<file path="src/rtl/rsr_pkg.sv">
package rsr_pkg;

	typedef struct packed {
		logic        req_type;
		logic [10:0] set_index;
		logic [3:0]  way_index;
		logic [47:0] pc;
		logic [47:0] paddr;
		logic        hit;
	} req_t;

	typedef struct packed {
		logic [3:0] victim_way;
		logic       streaming_seen;
	} rsp_t;

	// Classified command handed from the front to the back. The set and
	// signature fields are sized for the largest legal configuration.
	typedef struct packed {
		logic        is_update;
		logic [15:0] set;
		logic [3:0]  way;
		logic [15:0] sig;
		logic [31:0] addr_low;
		logic        hit;
	} cmd_t;

	typedef struct packed {
		logic empty;
		logic full;
	} q_status_t;

	typedef enum logic [1:0] {
		BK_CLEAR,
		BK_IDLE,
		BK_EXEC
	} back_state_t;

	localparam logic       REQ_QUERY   = 1'b0;
	localparam logic       REQ_UPDATE  = 1'b1;
	localparam logic [1:0] RRV_MAX     = 2'd3;
	localparam logic [1:0] RRV_NEAR    = 2'd0;
	localparam logic [1:0] RRV_INTER   = 2'd1;
	localparam logic [1:0] CNT_MAX     = 2'd3;
	localparam logic [1:0] CNT_ZERO    = 2'd0;
	localparam logic [1:0] SIG_RESET   = 2'd1;
	localparam logic [1:0] SIG_HOT     = 2'd2;
	localparam int         QUEUE_DEPTH = 2;

endpackage

</file>
<file path="src/rtl/rsr_front.sv">
module rsr_front #(
	parameter int NUM_SETS       = 2048,
	parameter int SIGNATURE_BITS = 12
) (
	input  logic          clk,
	input  logic          arst_n,
	input  logic          start,
	input  rsr_pkg::req_t req,
	input  logic          clearing,
	input  logic          q_full,
	output logic          busy,
	output logic          push,
	output rsr_pkg::cmd_t push_cmd
);
	import rsr_pkg::*;

	// Set reduction by multiplying with a rounded-up reciprocal; exact for 11-bit sets.
	localparam int          SH      = 28;
	localparam longint      RECIP_L = ((64'd1 << SH) + NUM_SETS - 1) / NUM_SETS;
	localparam logic [28:0] RECIP   = 29'(RECIP_L);
	localparam logic [27:0] NSETS   = 28'(NUM_SETS);

	logic        v_s1, v_s2;
	req_t        req_s1, req_s2;
	logic [10:0] quot_s2;
	logic [39:0] prod;
	logic [27:0] rem;
	logic [SIGNATURE_BITS-1:0] sig;
	logic        s2_free, mov1, s1_free;

	assign push    = v_s2 && !q_full;
	assign s2_free = !v_s2 || push;
	assign mov1    = v_s1 && s2_free;
	assign s1_free = !v_s1 || mov1;
	assign busy    = clearing || !s1_free;

	assign prod = 40'(req_s1.set_index) * 40'(RECIP);
	assign rem  = 28'(req_s2.set_index) - 28'(quot_s2) * NSETS;
	assign sig  = SIGNATURE_BITS'(req_s2.pc ^ (req_s2.pc >> 2));

	always_comb begin
		push_cmd.is_update = (req_s2.req_type == REQ_UPDATE);
		push_cmd.set       = 16'(rem);
		push_cmd.way       = req_s2.way_index;
		push_cmd.sig       = 16'(sig);
		push_cmd.addr_low  = req_s2.paddr[31:0];
		push_cmd.hit       = req_s2.hit;
	end

	always_ff @(posedge clk or negedge arst_n) begin
		if (!arst_n) begin
			v_s1 <= 1'b0;
			v_s2 <= 1'b0;
		end else begin
			if (s1_free) v_s1 <= start && !busy;
			if (s2_free) v_s2 <= mov1;
		end
	end

	always_ff @(posedge clk) begin
		if (start && !busy) req_s1 <= req;
		if (mov1) begin
			req_s2  <= req_s1;
			quot_s2 <= prod[SH+10:SH];
		end
	end

endmodule

</file>
<file path="config.mk">
export PLATFORM = sky130hd
export DESIGN_NAME = rsr_front
export DESIGN_NICKNAME = d
export VERILOG_FILES = /design/src/rtl/rsr_pkg.sv /design/src/rtl/rsr_front.sv
export SDC_FILE = /design/constraint.sdc
export NUM_CORES = 1
export LEC_CHECK = 0
export BUFFER_PORTS_ARGS = -buffer_cell sky130_fd_sc_hd__buf_2
export CAP_MARGIN = 20
export CORE_ASPECT_RATIO = 1.25
export CORE_MARGIN = 2
export CORE_UTILIZATION = 40
export DETAILED_ROUTE_END_ITERATION = 10
export PLACE_DENSITY = 0.76
export SYNTH_ARGS = -nofsm -noshare
export SYNTH_HDL_FRONTEND = slang
export SYNTH_SLANG_ARGS = --single-unit
</file>
<file path="constraint.sdc">
create_clock -name clk -period 7.9 [get_ports clk]
set_input_delay 1.58 -clock clk [delete_from_list [all_inputs] [get_ports clk]]
set_output_delay 1.58 -clock clk [all_outputs]
set_load 0.02 [all_outputs]
</file>
==> flow_summary.json, run 1 <==
{
  "clk_latency_ns": 0.40,
  "rows": 43,
  "hpwl_um": 4420,
  "seq_area_frac_synth_pct": 86.1,
  "ys_ff_latch": 128,
  "syn-cell-area_sq_um": 4450,
  "setup.worst_path.start_class": "input pin",
  "die_h_um": 122,
  "grt-ovfl-total": 0,
  "rsz0062_at_grt": "no",
  "synth_cell_types": 13,
  "drtIter0Drc": 88,
  "dieArea_sq_um": 12000,
  "yosys.area.top_type": "edfxtp_1",
  "reg2reg_from": "v_s2",
  "io_buffers": 130,
  "fp.dieW_um": 98.3,
  "maxSlewViolCount": 0,
  "cts_num_sinks": 128,
  "cp_data_arrival_time_ns": 2.10,
  "slowest_stage": "and2b_2",
  "synth-edff-count": 126,
  "period_minus_slack_ns": 3.68,
  "crit_buf_inv": 2,
  "synthCells": 207,
  "reg2reg_slack_ns": 5.78,
  "synthTopCellsByCount": "edfxtp_1 (126), buf_4 (58), xor2_1 (12)",
  "htree_levels": 4,
  "cts_made_buffers": 17,
  "status": "complete, no violations",
  "gp_congestion": 0.629,
  "drc": 0,
  "utilization_pct": 50.3,
  "maxSlewHeadroom_pct": 46.6,
  "worstSetupPathType": "input pin to output port",
  "end_kind": "output port",
  "syn_to_final_growth_pct": 24.0,
  "cts_resized": 0,
  "ant_nets": 0,
  "synthArstFlopShare_pct": 1.56,
  "hold_class": "register to register",
  "io_pins": 190,
  "nFillCells": 916,
  "required_ns": 6.32,
  "clk_pin_slew_ns": 0.05,
  "core_sq_um": 11000,
  "avgSynthCellArea_sq_um": 21.5,
  "cpMostUsedCell": "buf_2",
  "final-setup-viol-count": 0,
  "final-hold-violation-count": 0,
  "irDropWorstVdd_v": 0.000186,
  "via_per_inst": 4.27,
  "layout-drive-gt1-share_pct": 51.7,
  "place_area_sq_um": 4890,
  "cp_max_fo": 4,
  "ys_top_cells_by_area": "edfxtp_1 (85%), buf_4 (9.8%), xor2_1 (2.4%)",
  "holdPathEnd": "req_s2[106]",
  "grt_max_degree": 64,
  "antenna_found_initial": 0,
  "cts_root_buffer": "clkbuf_16",
  "skew_ns": 0.00737,
  "setup.worst_path.start": "q_full",
  "max_slew.worst_pin.slew_ns": 0.801,
  "p_leak_uw": 0.00216,
  "clk_path_buf_depth": 2,
  "p_total_uw": 1710,
  "post_drt_wl_per_cell_um": 14.4,
  "grt_pass1_wl_um": 9830,
  "setup_tns_ns": 0,
  "cts_tree": "done",
  "cts_hold_buf": 0,
  "whs_path_depth": 0,
  "crit_chain": "buf_2 -> and2b_2 -> buf_2",
  "grt_pass1_vias": 2010,
  "ys_warn_count": 0,
  "nets": 426,
  "postCtsSetupRepairBufs": 0,
  "hold_path.startpoint": "req_s1[106]",
  "cpPeakStageDelay_ns": 0.22,
  "crit_family": "buffers and inverters",
  "max_freq_mhz": 272,
  "start_util_pct": 40.5,
  "rr_endpoint": "req_s1[22]",
  "vias": 1946,
  "grt.total_usage_pct": 11.3,
  "ff2ff_path_depth": 3,
  "post-route-period-util_pct": 46.6,
  "power_density_nw_per_um2": 310,
  "wirelength_um": 6560,
  "max_cap_viol_count": 0,
  "n_antenna_cell": 0,
  "stdcell_area_sq_um": 5520,
  "yosysTopAreaCellShare_pct": 85.0,
  "ys.flop_type": "edfxtp_1",
  "first_pass_iters": 4,
  "yosysMostFrequentCell": "edfxtp_1"
}
[worst max-delay path by stage]
stage | endpoint | depth (start not counted)
after floorplan | push_cmd[0] | 1
after global placement | push | 3
after detailed placement | push | 3
after CTS | push | 3
after global routing | push | 3
final | push | 3
[through the flow]
stage	instances	setup WS [ns]	hold slack, ns
floorplan	215	1.14	0.400
global placement	424	4.24	0.400
detailed placement	424	4.23	0.405
CTS	456	4.22	0.415
global route	456	4.20	0.419
finish	456	4.22	0.414
[kinds of logic (layout without fill, tap and decap cells)]
logic type / count (synthesis) / count (layout) / share of synthesized area (%)
buffers and inverters: 58 / 164 / 9.78
other: 1 / 9 / 0.0843
xor gates and xnor gates: 12 / 12 / 2.36
and+or+nand+nor: 6 / 6 / 1.27
AOI/OAI and AO/OA: 2 / 2 / 0.366
DFF: 128 / 128 / 86.1
[cell type report]
cell class | count | area, sq um | share of cell area (%)
Multi-Input combinational cell | 29 | 223 | 4.04
Clock buffer | 19 | 433 | 7.85
Timing Repair Buffer | 132 | 666 | 12.1
Tap cell | 135 | 169 | 3.06
Clock inverter | 13 | 193 | 3.49
Sequential cell | 128 | 3830 | 69.5
[state kept, by name, summed over array words and instances (netlist names)]
register  flops
push_cmd     38
req_s1       63
req_s2       25
v_s1          1
v_s2          1
[report_power, final]
| group | leakage [uW] | switching [uW] | internal [uW] | total, uW |
|---|---|---|---|---|
| Clock | 0.000302 | 259 | 555 | 814 |
| Combinational | 0.000650 | 62.8 | 31.0 | 93.8 |
| Sequential | 0.00120 | 10.7 | 789 | 800 |
[per-layer routing]
| metal | track usage [%] | vias to the layer above | wire [um] |
|---|---|---|---|
| met5 | 0 | - | 0 |
| met1 | 12.2 | 948 | 2430 |
| li1 | - | 900 | - |
| met2 | 18.0 | 84 | 3470 |
| met3 | 5.45 | 14 | 493 |
| met4 | 6.42 | 0 | 166 |
[placed cells by master, fill, tap and decap left out, types with 2 or more instances in the layout]
cell	instances
bufinv_16	5
clkbuf_1	2
edfxtp_1	126
clkbuf_16	17
conb_1	9
xor2_1	12
buf_2	130
buf_4	2
clkinv_2	4
clkinvlp_4	2
clkinv_1	2
dfrtp_1	2
No activity file was read; power rests on OpenSTA's default activity.
==> run 2: changes to the inputs <==
--- a/config.mk
+++ b/config.mk
@@ -5,13 +5,14 @@
 export SDC_FILE = /design/constraint.sdc
 export NUM_CORES = 1
 export LEC_CHECK = 0
+export ABC_AREA = 1
 export BUFFER_PORTS_ARGS = -buffer_cell sky130_fd_sc_hd__buf_2
 export CAP_MARGIN = 20
 export CORE_ASPECT_RATIO = 1.25
 export CORE_MARGIN = 2
 export CORE_UTILIZATION = 40
 export DETAILED_ROUTE_END_ITERATION = 10
-export PLACE_DENSITY = 0.76
+export PLACE_DENSITY = 0.79
 export SYNTH_ARGS = -nofsm -noshare
 export SYNTH_HDL_FRONTEND = slang
 export SYNTH_SLANG_ARGS = --single-unit
==> constraint.sdc (replaced) <==
create_clock -name clk -period 3.3 [get_ports clk]
set_input_delay 0.66 -clock clk [delete_from_list [all_inputs] [get_ports clk]]
set_output_delay 0.66 -clock clk [all_outputs]
set_load 0.02 [all_outputs]
==> flow_summary.json, run 2 <==
{
  "status": "complete, no violations",
  "max_cap_viol_count": 0,
  "syn-cell-area_sq_um": 4440,
  "synthTopCellsByCount": "edfxtp_1 (126), buf_4 (58), xor2_1 (12)",
  "seq_area_frac_synth_pct": 86.4,
  "avgSynthCellArea_sq_um": 21.0,
  "cp_data_arrival_time_ns": 1.21,
  "power_density_nw_per_um2": 695,
  "clk_pin_slew_ns": 0.05,
  "htree_levels": 4,
  "rsz0062_at_grt": "no",
  "required_ns": 2.64,
  "ys_top_cells_by_area": "edfxtp_1 (85%), buf_4 (9.8%), xor2_1 (2.4%)",
  "yosysTopAreaCellShare_pct": 85.3,
  "final_common_cell": "buf_2",
  "synth_compound_area_share_pct": 0.226,
  "hpwl_um": 4860,
  "post_drt_wl_per_cell_um": 14.8,
  "period_minus_slack_ns": 1.87,
  "synth_top_family_by_area": "buffers and inverters",
  "utilization_pct": 49.3,
  "io_buffers": 130,
  "ant_nets": 0,
  "cts_tree": "done",
  "ys_warn_count": 0,
  "max_slew.worst_pin.slew_ns": 0.609,
  "first_pass_iters": 6,
  "synthAdderAreaFrac_pct": 0,
  "gp_congestion": 0.679,
  "vias": 1945,
  "final-hold-violation-count": 0,
  "fp.dieW_um": 98.2,
  "crit_family": "flip-flops",
  "synth-edff-count": 126,
  "yosysMostFrequentCell": "edfxtp_1",
  "start_util_pct": 40.4,
  "synthCells": 211,
  "drc": 0,
  "layout-drive-gt1-share_pct": 49.1,
  "cts_num_sinks": 128,
  "hold_class": "input pin to asynchronous set/reset pin",
  "syn_to_final_growth_pct": 21.9,
  "place_area_sq_um": 4900,
  "nets": 432,
  "final_cell_mix": "buf_2 (130), edfxtp_1 (126), clkbuf_16 (17)",
  "postCtsSetupRepairBufs": 0,
  "drtIter0Drc": 52,
  "synthXorXnorAreaFrac_pct": 2.37,
  "cts_root_buffer": "clkbuf_16",
  "via_per_inst": 4.22,
  "wirelength_um": 6830,
  "io_pins": 190,
  "largest_reg_flops": 63,
  "irDropWorstVdd_v": 0.000309,
  "setup_tns_ns": 0,
  "maxSlewHeadroom_pct": 59.3,
  "die_h_um": 122,
  "post-route-period-util_pct": 56.6,
  "worst_slack_ns": 1.43,
  "dieArea_sq_um": 12000,
  "n_antenna_cell": 0,
  "clk_path_buf_depth": 2,
  "crit_chain": "nand3_2 -> nand2_2 -> buf_2",
  "cp_max_fo": 4,
  "crit_buf_inv": 1,
  "ys_ff_latch": 128,
  "setup.worst_path.start_class": "register",
  "antenna_found_initial": 0,
  "stdcell_area_sq_um": 5410,
  "muxShareOfSynthArea_pct": 0,
  "ys.flop_type": "edfxtp_1",
  "grt_pass1_vias": 2003,
  "cts_made_buffers": 17,
  "slowest_stage": "dfrtp_1",
  "final-setup-viol-count": 0,
  "largest_register": "req_s1",
  "end_kind": "output port",
  "grt_pass1_wl_um": 10300,
  "cpPeakStageDelay_ns": 0.44,
  "worstSetupPathType": "register to output port",
  "synthArstFlopShare_pct": 1.56,
  "cts_hold_buf": 0,
  "skew_ns": 0.00822,
  "place_ws_ns": 1.19,
  "yosys.area.top_type": "edfxtp_1",
  "cts_resized": 0,
  "maxSlewViolCount": 0,
  "clk_latency_ns": 0.40,
  "grt.total_usage_pct": 11.8,
  "synth_cell_types": 13,
  "rows": 43,
  "max_freq_mhz": 535,
  "core_sq_um": 11000,
  "grt-ovfl-total": 0,
  "p_leak_uw": 0.00210,
  "grt_max_degree": 35,
  "synth-simple-area-share_pct": 0.761
}
[run 2: logic make-up after synthesis]
family	after synthesis
AND/OR/NAND/NOR	6
flip-flops	128
other	1
AO/OA/AOI/OAI	2
buffers and inverters	62
XOR/XNOR	12
[run 2: worst paths after layout]
check                           start      endpoint  slack, ns  depth (start not counted)
setup / recovery                 v_s2          busy       1.43                          3
hold / removal                 arst_n          v_s2       0.04                          1
setup reg to reg                 v_s2  push_cmd[28]       1.56                          2
hold reg to reg            req_s1[49]    req_s2[49]       0.41                          0
max in group asynchronous      arst_n          v_s2       3.16                          1
min in group clk           req_s1[49]    req_s2[49]       0.41                          0
[run 2: area by class of cell]
type                    instances  area (sq um)
multi-input cells              29           199
flip-flops and latches        128          3830
clock inverters                10          71.3
repair buffers                134           681
clock buffers                  21           440
well taps                     135           169
inverters                       4          15.0
fillers                       929          5570
[run 2: per-layer routing]
metal | global-route usage [%] | share of wire, % | vias to the layer above
met5 | 0 | 0 | -
met4 | 8.13 | 2.7 | 0
met3 | 4.53 | 7.2 | 13
met2 | 19.5 | 54 | 89
met1 | 12.6 | 36 | 935
li1 | - | - | 908
[run 2: power by group]
part / switching (uW) / leakage (uW) / total, uW / internal [uW]
Combinational: 158 / 0.000653 / 233 / 74.8
Clock: 595 / 0.000248 / 1600 / 1010
Sequential: 27.7 / 0.00120 / 1920 / 1890
[run 2: worst register-to-register path, cell delays in order (launching register included)]
cell     delay [ns]
dfrtp_1        0.44
a21oi_4        0.53
buf_4          0.42
[run 2: through the flow]
step / total power, uW / std cells / hold slack [ns]
finish: 3760 / 461 / 0.0368
global route: 3890 / 461 / 0.0164
CTS: 3800 / 461 / 0.0192
detailed placement: 2190 / 430 / 0.405
global placement: 2180 / 430 / 0.400
floorplan: 2120 / 219 / 0.364
