<file path="src/rtl/rsr_pkg.sv">
package rsr_pkg;

	typedef struct packed {
		logic        req_type;
		logic [10:0] set_index;
		logic [3:0]  way_index;
		logic [47:0] pc;
		logic [47:0] paddr;
		logic        hit;
	} req_t;

	typedef struct packed {
		logic [3:0] victim_way;
		logic       streaming_seen;
	} rsp_t;

	// Classified command handed from the front to the back. The set and
	// signature fields are sized for the largest legal configuration.
	typedef struct packed {
		logic        is_update;
		logic [15:0] set;
		logic [3:0]  way;
		logic [15:0] sig;
		logic [31:0] addr_low;
		logic        hit;
	} cmd_t;

	typedef struct packed {
		logic empty;
		logic full;
	} q_status_t;

	typedef enum logic [1:0] {
		BK_CLEAR,
		BK_IDLE,
		BK_EXEC
	} back_state_t;

	localparam logic       REQ_QUERY   = 1'b0;
	localparam logic       REQ_UPDATE  = 1'b1;
	localparam logic [1:0] RRV_MAX     = 2'd3;
	localparam logic [1:0] RRV_NEAR    = 2'd0;
	localparam logic [1:0] RRV_INTER   = 2'd1;
	localparam logic [1:0] CNT_MAX     = 2'd3;
	localparam logic [1:0] CNT_ZERO    = 2'd0;
	localparam logic [1:0] SIG_RESET   = 2'd1;
	localparam logic [1:0] SIG_HOT     = 2'd2;
	localparam int         QUEUE_DEPTH = 2;

endpackage

</file>
<file path="src/rtl/rsr_queue.sv">
module rsr_queue (
	input  logic               clk,
	input  logic               arst_n,
	input  logic               push,
	input  rsr_pkg::cmd_t      push_cmd,
	input  logic               pop,
	output rsr_pkg::cmd_t      head,
	output rsr_pkg::q_status_t status
);
	import rsr_pkg::*;

	localparam int PW = $clog2(QUEUE_DEPTH);

	cmd_t          entry_q [QUEUE_DEPTH];
	logic [PW-1:0] wr_ptr_q, rd_ptr_q;
	logic [PW:0]   count_q;

	assign head         = entry_q[rd_ptr_q];
	assign status.empty = (count_q == '0);
	assign status.full  = (count_q == (PW+1)'(QUEUE_DEPTH));

	always_ff @(posedge clk or negedge arst_n) begin
		if (!arst_n) begin
			wr_ptr_q <= '0;
			rd_ptr_q <= '0;
			count_q  <= '0;
		end else begin
			if (push) wr_ptr_q <= wr_ptr_q + 1'b1;
			if (pop) rd_ptr_q <= rd_ptr_q + 1'b1;
			unique case ({push, pop})
				2'b10:   count_q <= count_q + 1'b1;
				2'b01:   count_q <= count_q - 1'b1;
				default: count_q <= count_q;
			endcase
		end
	end

	always_ff @(posedge clk) begin
		if (push) entry_q[wr_ptr_q] <= push_cmd;
	end

endmodule

</file>
<file path="config.mk">
export PLATFORM = sky130hd
export DESIGN_NAME = rsr_queue
export DESIGN_NICKNAME = d
export VERILOG_FILES = /design/src/rtl/rsr_pkg.sv /design/src/rtl/rsr_queue.sv
export SDC_FILE = /design/constraint.sdc
export NUM_CORES = 1
export LEC_CHECK = 0
export BUFFER_PORTS_ARGS = -buffer_cell sky130_fd_sc_hd__buf_2
export CAP_MARGIN = 20
export CORE_MARGIN = 5
export CORE_UTILIZATION = 35
export CTS_CLUSTER_SIZE = 16
export DETAILED_ROUTE_END_ITERATION = 16
export GPL_ROUTABILITY_DRIVEN = 0
export REMOVE_ABC_BUFFERS = 1
export SYNTH_ARGS = -nofsm -noshare
export SYNTH_HDL_FRONTEND = slang
export SYNTH_SLANG_ARGS = --single-unit
</file>
<file path="constraint.sdc">
create_clock -name clk -period 10.1 [get_ports clk]
set_input_delay 2.02 -clock clk [delete_from_list [all_inputs] [get_ports clk]]
set_output_delay 2.02 -clock clk [all_outputs]
set_load 0.05 [all_outputs]
</file>
==> results of run 1 <==
==> layer usage <==
layer | part of all wire (%) | vias up
met2 | 50 | 91
met1 | 40 | 1302
met5 | 0 | -
li1 | - | 1242
met4 | 1.1 | 0
met3 | 8.2 | 10
==> logic make-up (layout without fill, tap and decap cells) <==
group                      count (synthesis)  count (layout)  share of synthesized area, %
DFF                                      144             144                          77.0
muxes                                     70              70                          18.7
buffers and inverters                      9             181                          2.78
xor gates and xnor gates                   5               5                         0.784
and+or+nand+nor                            5               5                         0.426
adders and majority gates                  1               1                         0.224
other                                      0               1                             0
==> flip-flops by register name (all words and copies together) (netlist names) <==
signal,cells
entry_q,140
wr_ptr_q,1
count_q,2
rd_ptr_q,1
==> synthesized netlist by cell type <==
cell	number	area, um2
edfxtp_1	140	4200
nor2_1	3	11.3
ha_1	1	12.5
buf_6	1	11.3
mux2_4	69	1040
xnor2_1	2	17.5
nor2b_1	1	6.26
xor2_1	3	26.3
dfrtp_1	4	100
buf_12	7	140
mux2_2	1	11.3
and2_1	1	6.26
inv_1	1	3.75
==> per-stage QoR <==
| stage | hold slack, ns | worst slack, ns | cell area [um2] | power (mW) | std cells |
|---|---|---|---|---|---|
| finish | 0.494 | 5.49 | 7080 | 2.43 | 623 |
| global route | 0.508 | 5.34 | 7080 | 2.54 | 622 |
| floorplan | 0.456 | 4.59 | 5440 | 1.67 | 226 |
| CTS | 0.499 | 5.42 | 7050 | 2.46 | 621 |
| detailed placement | 0.486 | 5.87 | 6460 | 1.83 | 589 |
| global placement | 0.471 | 5.88 | 6460 | 1.82 | 589 |
==> placed cells by master, fill, tap and decap left out, types with 2 or more instances in the layout <==
master / synthesis / layout
buf_2: 0 / 145
dfrtp_1: 4 / 3
xor2_1: 3 / 3
clkbuf_16: 0 / 17
clkinv_1: 0 / 3
bufinv_16: 0 / 4
clkbuf_1: 0 / 7
edfxtp_1: 140 / 140
xnor2_1: 2 / 2
mux2_4: 69 / 69
buf_4: 0 / 2
nor2_1: 3 / 2
==> critical path, cell delays in order (launching register included) <==
cell     delay [ns]
dfrtp_4        0.84
buf_4          0.67
mux2_4         0.37
buf_2          0.21
==> final timing paths <==
kind	endpoint	slack, ns	cells after the start
min in group asynchronous	rd_ptr_q	1.41	1
max	head[32]	5.49	3
max reg2reg	entry_q[0][61]	8.27	2
max in group asynchronous	rd_ptr_q	8.55	1
min reg2reg	count_q[1]	0.49	1
min	count_q[1]	0.49	1
==> layout make-up <==
class,instances,area share [%]
tap,216,3.82
timing repair buffer,148,10.9
clock inverter,8,1.93
inverter,1,0.0530
multi-input combinational,81,16.1
sequential,144,60.9
antenna,1,0.0354
clock buffer,24,6.38
==> where the power goes <==
| group | switching (mW) | internal [mW] |
|---|---|---|
| Clock | 0.213 | 0.410 |
| Combinational | 0.634 | 0.311 |
| Sequential | 0.0673 | 0.796 |
| Total | 0.914 | 1.52 |
==> results.toml, run 1 <==
[outcome]
status = "complete, no violations"

[final_layout]
multiInputGateArea_um2 = 1140
fill_cells = 1421
final_core_util_pct = 44.9
synthToLayoutAreaGrowth_pct = 26.7
drive_gt1_share_pct = 59.9
seq_area_um2 = 4310
fin_nets = 468

[yosys]
netlist_instances = 234
synth_cell_types = 13
yosysSeqAreaShare_pct = 77.0
synth_area_um2 = 5590
yosysWarningCount = 0
synth-seq-cells = 144
syn_avg_cell_area_um2 = 23.9

[global_routing]
grt_use_met2_pct = 17.4
use_met1_pct = 12.8
grt_pass1_wl_um = 15000
grt_max_degree = 71
grt.total_usage_pct = 10.8
grt_pass1_vias = 2895
use_met3_pct = 5.18
grt_most_used_layer = "met2"
grt_overflow_total = 0
antenna_found_initial = 0

[cts]
cts.sinks = 144
cts-htree-levels = 4
cts_tree = "yes"
cts-hold-fix-buffers = 0
cts_root_buf = "clkbuf_16"
cts.clk_slew.worst_paths_ns = 0.06
post-cts-setup-buffers = 0
clk_latency_ns = 0.40
cts_resized = 0
clock_path_buffers = 2
numCtsBuffers = 17

[sta]
tightest_slew_ns = 0.971
final-setup-viol-count = 0
layout_worst_path_cycle_share_pct = 45.6
rsz0062_at_grt = "no"
skew_ns = 0.00390
fmax_ghz = 0.217
tns_ns = 0
drv_slew = 0
min_period_ns = 4.61
slew_headroom_pct = 35.2
finalHoldViolations = 0

[setup_path]
cp-startpoint = "rd_ptr_q"
r2r_start = "wr_ptr_q"
crit_required_ns = 8.08
path_class = "reg2out"
cp.arrival_ns = 2.59
end_kind = "output pin"
crit_fanout = 38
crit_path_start_kind = "flip-flop"

[floorplan]
std_cell_rows = 46
die-area_um2 = 18600
die_w_um = 136
coreArea_um2 = 15800
ioPinCount = 146
dieHeight_um = 136
initial_utilization_pct = 35.4

[routing]
wl_per_cell_um = 15.7
routed_wl_um = 9790
drc = 0
vias_per_cell = 4.25
first_pass_iters = 4
ant_nets = 0
dr_total_vias = 2645
drtIter0Drc = 114

[min_path]
hold_class = "reg2reg"
min_from = "count_q[1]"

[place]
port_buffers = 145

[run]
max_cap_violations = 0

[power_and_ir_drop]
peakVddDrop_mv = 0.255
leakage_nw = 2.85
power_density_nw_per_um2 = 343
No activity file was read; power rests on OpenSTA's default activity.
==> run 2, diff against run 1 <==
- ABC_AREA: unset -> 1
- clock period: 10.1 -> 4.17 ns (I/O delays scaled with it)
==> run 2 against run 1 <==
Routed wire length increased by 3.8%. Global-route usage increased by 0.78 points. Hold slack got worse by 0.27 ns. Flip-flop and latch count unchanged. Critical endpoint is now head[44]. Largest cell class unchanged. Die area decreased by 2.7%. Synthesized cell count increased by 66%. Sequential share of layout area increased by 2.0 points.
==> results.toml, run 2 <==
[sta]
setup_ws_ns = 1.22
min_period_ns = 2.95
layout_worst_path_cycle_share_pct = 70.7
tightest_slew_ns = 0.702
slew_headroom_pct = 53.2
fmax_ghz = 0.339
drv_slew = 0
hold_ws_ns = 0.222
finalHoldViolations = 0
final-setup-viol-count = 0
skew_ns = 0.00689
rsz0062_at_grt = "no"

[global_routing]
grt_pass1_wl_um = 16300
grt.total_usage_pct = 11.6
grt_max_degree = 77
grt_overflow_total = 0
antenna_found_initial = 0
grt_pass1_vias = 3264

[yosys]
yosys.area.top_type = "edfxtp_1"
netlist_instances = 389
dominantRegCellSynth = "edfxtp_1"
synth_area_um2 = 5420
synth_cell_types = 15
synth.top_cell.area_share_pct = 77.5
synth_edf_count = 140
synthArstFlopShare_pct = 2.78
synth-seq-cells = 144
synth_commonest_cells = "edfxtp_1 (140), inv_1 (76), nand2_1 (75)"
yosysWarningCount = 0
syn_avg_cell_area_um2 = 13.9
yosysSeqAreaShare_pct = 79.4
yosys.cell_count.top_type = "edfxtp_1"
synth_area_leaders = "edfxtp_1 (78%), o21ai_0 (6.5%), inv_1 (5.3%)"

[setup_path]
end_kind = "output pin"
slowest_delay_ns = 0.79
crit_path_cell_trace = "buf_12 -> nand2_1 -> o21ai_0 -> buf_2"
path_class = "reg2out"
crit_required_ns = 3.34
crit_path_start_kind = "flip-flop"
critPathSlowestCell = "dfrtp_4"
cp.arrival_ns = 2.11
crit_fanout = 76

[floorplan]
std_cell_rows = 45
coreArea_um2 = 15200
die_w_um = 134
die-area_um2 = 18100
dieHeight_um = 134
initial_utilization_pct = 35.7
ioPinCount = 146

[routing]
routed_wl_um = 10200
drc = 0
wl_per_cell_um = 13.7
vias_per_cell = 4.32
first_pass_iters = 4
ant_nets = 0
dr_total_vias = 3210
drtIter0Drc = 136

[cts]
cts-htree-levels = 4
clock_path_buffers = 2
cts.clk_slew.worst_paths_ns = 0.06
cts.sinks = 144
clk_latency_ns = 0.41
cts_root_buf = "clkbuf_16"
post-cts-setup-buffers = 0
numCtsBuffers = 17
cts_tree = "yes"
cts-hold-fix-buffers = 0
cts_resized = 0

[run]
max_cap_violations = 0

[final_layout]
layout_common_cells = "buf_2 (145), edfxtp_1 (140), inv_1 (75), nand2_1 (75), o21ai_0 (70)"
antennaDiodeCount = 0
top_regs = "entry_q (140), count_q (2)"
top_register = "entry_q"
largest_reg_flops = 140
fin_nets = 617
fill_cells = 1422
final_common_cell = "buf_2"
synthToLayoutAreaGrowth_pct = 26.3
drive_gt1_share_pct = 32.8

[power_and_ir_drop]
peakVddDrop_mv = 0.496
leakage_nw = 2.93
design_power_total_mw = 5.74
power_density_nw_per_um2 = 839

[min_path]
hold_class = "in2async"

[outcome]
status = "complete, no violations"

[place]
hpwl_um = 6840
port_buffers = 145
place_ws_ns = 1.60
[run 2: changes by cell type in the layout (fill, tap and decap cells not counted), sizes merged, moves of 3 or more]
cell      delta
nand2       +75
bufinv       -3
o21ai       +70
clkinvlp     +4
clkbuf       -3
inv         +74
mux2        -70
clkinv       +3
[run 2: area by class of cell]
cell class | count | area [um2] | share of cell area (%)
Sequential cell | 144 | 4310 | 62.9
Clock inverter | 11 | 90.1 | 1.32
Clock buffer | 21 | 460 | 6.72
Inverter | 76 | 287 | 4.18
Multi-Input combinational cell | 154 | 701 | 10.2
Tap cell | 188 | 235 | 3.43
Timing Repair Buffer | 149 | 768 | 11.2
[run 2: power by group]
group,switching [mW],leakage [nW],internal (mW),total (mW)
logic,1.85,1.30,0.433,2.28
clock network,0.544,0.264,0.844,1.39
registers,0.151,1.36,1.93,2.08
total,2.54,2.93,3.20,5.74
[run 2: metal layers]
layer | vias up | GRT usage, % | wire length (um) | share of wire (%)
li1 | 1615 | - | - | -
met1 | 1494 | 13.8 | 4300 | 42
met2 | 89 | 19.0 | 5020 | 49
met3 | 12 | 4.51 | 693 | 6.8
met4 | 0 | 4.75 | 151 | 1.5
met5 | - | 0 | 0 | 0
[run 2: worst max-delay path: cells and delay by family, from the launching register on]
kind / cells / cell delay (ns)
AOI/OAI and AO/OA: 1 / 0.13
buffers and inverters: 2 / 0.64
DFF: 1 / 0.79
and+or+nand+nor: 1 / 0.08
[run 2: path summary, 6_finish.rpt]
check	start	to	slack, ns	cells after the start
max reg2reg	wr_ptr_q	entry_q[1][29]	2.28	3
max in group asynchronous	arst_n	rd_ptr_q	3.81	1
min reg2reg	wr_ptr_q	wr_ptr_q	0.54	1
min in group clk	wr_ptr_q	wr_ptr_q	0.54	1
min	arst_n	wr_ptr_q	0.22	1
max	rd_ptr_q	head[44]	1.22	4
[run 2: cell families (layout without fill, tap and decap cells)]
logic type,Yosys count,in the layout,synth area share (%)
DFF,144,144,79.4
and+or+nand+nor,80,80,5.61
xor gates and xnor gates,3,3,0.485
adders and majority gates,1,1,0.231
AOI/OAI and AO/OA,70,70,6.46
buffers and inverters,91,257,7.87
[run 2: through the flow]
stage	cells	area [um2]	setup TNS (ns)	util, %
6_report	743	6850	0	45.1
3_3_place_gp	711	6300	0	41.4
5_1_grt	743	6850	0	45.1
3_5_place_dp	711	6300	0	41.4
2_1_floorplan	374	5280	-11.07	-
4_1_cts	743	6850	0	45.1
==> run 3, diff against run 2 <==
- clock period: 4.17 -> 2.59 ns (I/O delays scaled with it)
==> run 3 against run 2 <==
Critical path depth down 1. Sequential power up 59%. Non-clock buffer count up 1. Utilization up 0.41 points. Routed wire length up 0.14%. Cell count up 0.13%. Clock-buffer cell count down 1. Sequential share of layout area down 0.57 points. Flip-flop and latch count unchanged. Combinational power up 66%. Critical endpoint is now head[59]. Largest power group unchanged.
==> results.toml, run 3 (synthesis gave the netlist of run 2 again) <==
[sta]
setup_ws_ns = 0.146
slew_headroom_pct = 73.6
tightest_slew_ns = 0.396
min_period_ns = 2.44
tns_ns = 0
final-setup-viol-count = 0
hold_ws_ns = 0.288
skew_ns = 0.00702
finalHoldViolations = 0
drv_slew = 0
fmax_ghz = 0.409
layout_worst_path_cycle_share_pct = 94.4

[floorplan]
coreArea_um2 = 15200
die-area_um2 = 18100
initial_utilization_pct = 35.7
dieHeight_um = 134
std_cell_rows = 45
die_w_um = 134
ioPinCount = 146

[setup_path]
crit_path_start_kind = "flip-flop"
r2r_start = "wr_ptr_q"
path_buf_inv = 2
crit_path_cell_trace = "buf_12 -> o21ai_0 -> buf_2"
slowest_delay_ns = 0.64
critPathSlowestCell = "dfrtp_4"
crit_required_ns = 2.07
timing.critical_path.to = "head[59]"
crit_family = "flip-flops"
cp.arrival_ns = 1.93
regToRegSetupSlack_ns = 1.09
critical_path_depth = 3
end_kind = "output pin"
cp-startpoint = "rd_ptr_q"
path_class = "reg2out"
worstRegToRegCells = 3
crit_fanout = 48
worst_r2r_endpoint = "entry_q[1][68]"

[final_layout]
drive_gt1_share_pct = 32.7
fill_cells = 1411
top_register = "entry_q"
fin_area_um2 = 6910
fin_nets = 618
final_core_util_pct = 45.5
top_regs = "entry_q (140), count_q (2)"
largest_reg_flops = 140
fin_cells = 744
antennaDiodeCount = 0
layout_common_cells = "buf_2 (143), edfxtp_1 (140), inv_1 (75), nand2_1 (75), o21ai_0 (69)"
final_common_cell = "buf_2"
multiInputGateArea_um2 = 701
synthToLayoutAreaGrowth_pct = 27.4
seq_area_um2 = 4310

[place]
post_dp_cell_area_um2 = 6340
port_buffers = 145
dp.cells = 711
place_ws_ns = 0.511
hpwl_um = 6770

[cts]
cts.sinks = 144
clock_path_buffers = 2
cts-htree-levels = 4
numCtsBuffers = 17
cts_root_buf = "clkbuf_16"
cts.clk_slew.worst_paths_ns = 0.06
cts_tree = "yes"
clk_latency_ns = 0.41

[routing]
routed_wl_um = 10200
ant_nets = 0
dr_total_vias = 3219
drtIter0Drc = 86
wl_per_cell_um = 13.7
first_pass_iters = 4
drc = 0
vias_per_cell = 4.33

[power_and_ir_drop]
peakVddDrop_mv = 0.691
leakage_nw = 2.93
design_power_total_mw = 9.32
power_density_nw_per_um2 = 1350

[global_routing]
grt_pass1_vias = 3219
grt_max_degree = 71
antenna_found_initial = 0
grt_pass1_wl_um = 16000
grt_overflow_total = 0
grt_most_used_layer = "met2"
grt.total_usage_pct = 11.6
grt_use_met2_pct = 18.8
use_met3_pct = 5.10
use_met1_pct = 14.0

[outcome]
status = "complete, no violations"

[run]
max_cap_violations = 0

[min_path]
hold_class = "in2reg"
-- run 3: changes by cell type in the layout (fill, tap and decap cells not counted), sizes merged --
| cell | delta |
|---|---|
| clkinvlp | +3 |
| clkinv | -2 |
| clkbuf | +1 |
| dlygate4sd3 | +1 |
| buf | -2 |
-- run 3: worst min-delay path by stage --
stage | startpoint | to | slack [ns] | cells past startpoint
after global routing | push_cmd[67] | entry_q[1][67] | 0.26 | 1
after global placement | arst_n | count_q[1] | 0.33 | 1
after floorplan | arst_n | count_q[0] | 0.22 | 0
final | push_cmd[67] | entry_q[1][67] | 0.29 | 1
after detailed placement | arst_n | count_q[1] | 0.33 | 1
after CTS | push_cmd[22] | entry_q[0][22] | 0.26 | 1
-- run 3: repair_timing --
| item | in CTS | in global routing |
|---|---|---|
| gates resized for setup | 0 | 3 |
| hold buffers | 1 | 0 |
| setup endpoints to repair | 0 | 2 |
| buffers inserted | 0 | 0 |
| hold endpoints to repair | 4 | 0 |
-- run 3: area by class of cell --
cell class / count / share of cell area (%)
sequential: 144 / 62.3
inverter: 76 / 4.15
timing repair buffer: 150 / 11.9
clock inverter: 12 / 1.65
tap: 188 / 3.40
multi-input combinational: 154 / 10.1
clock buffer: 20 / 6.46
-- run 3: per-layer routing --
| layer | part of all wire [%] | wire length (um) | vias to the layer above |
|---|---|---|---|
| li1 | - | - | 1617 |
| met1 | 42 | 4280 | 1495 |
| met2 | 50 | 5070 | 97 |
| met3 | 6.8 | 692 | 10 |
| met4 | 1.3 | 128 | 0 |
| met5 | 0 | 0 | - |
-- run 3: power breakdown --
part / leakage, nW / internal (mW) / total, mW / switching (mW)
Clock: 0.250 / 1.34 / 2.24 / 0.897
Sequential: 1.36 / 3.10 / 3.30 / 0.198
Combinational: 1.32 / 0.753 / 3.79 / 3.03
Total: 2.93 / 5.20 / 9.32 / 4.13
-- run 3: worst reg2reg max path, delay by kind of cell (launching register included) --
kind | cells | cell delay, ns
flip-flops | 1 | 0.42
buffers and inverters | 2 | 0.65
AND/OR/NAND/NOR | 1 | 0.10
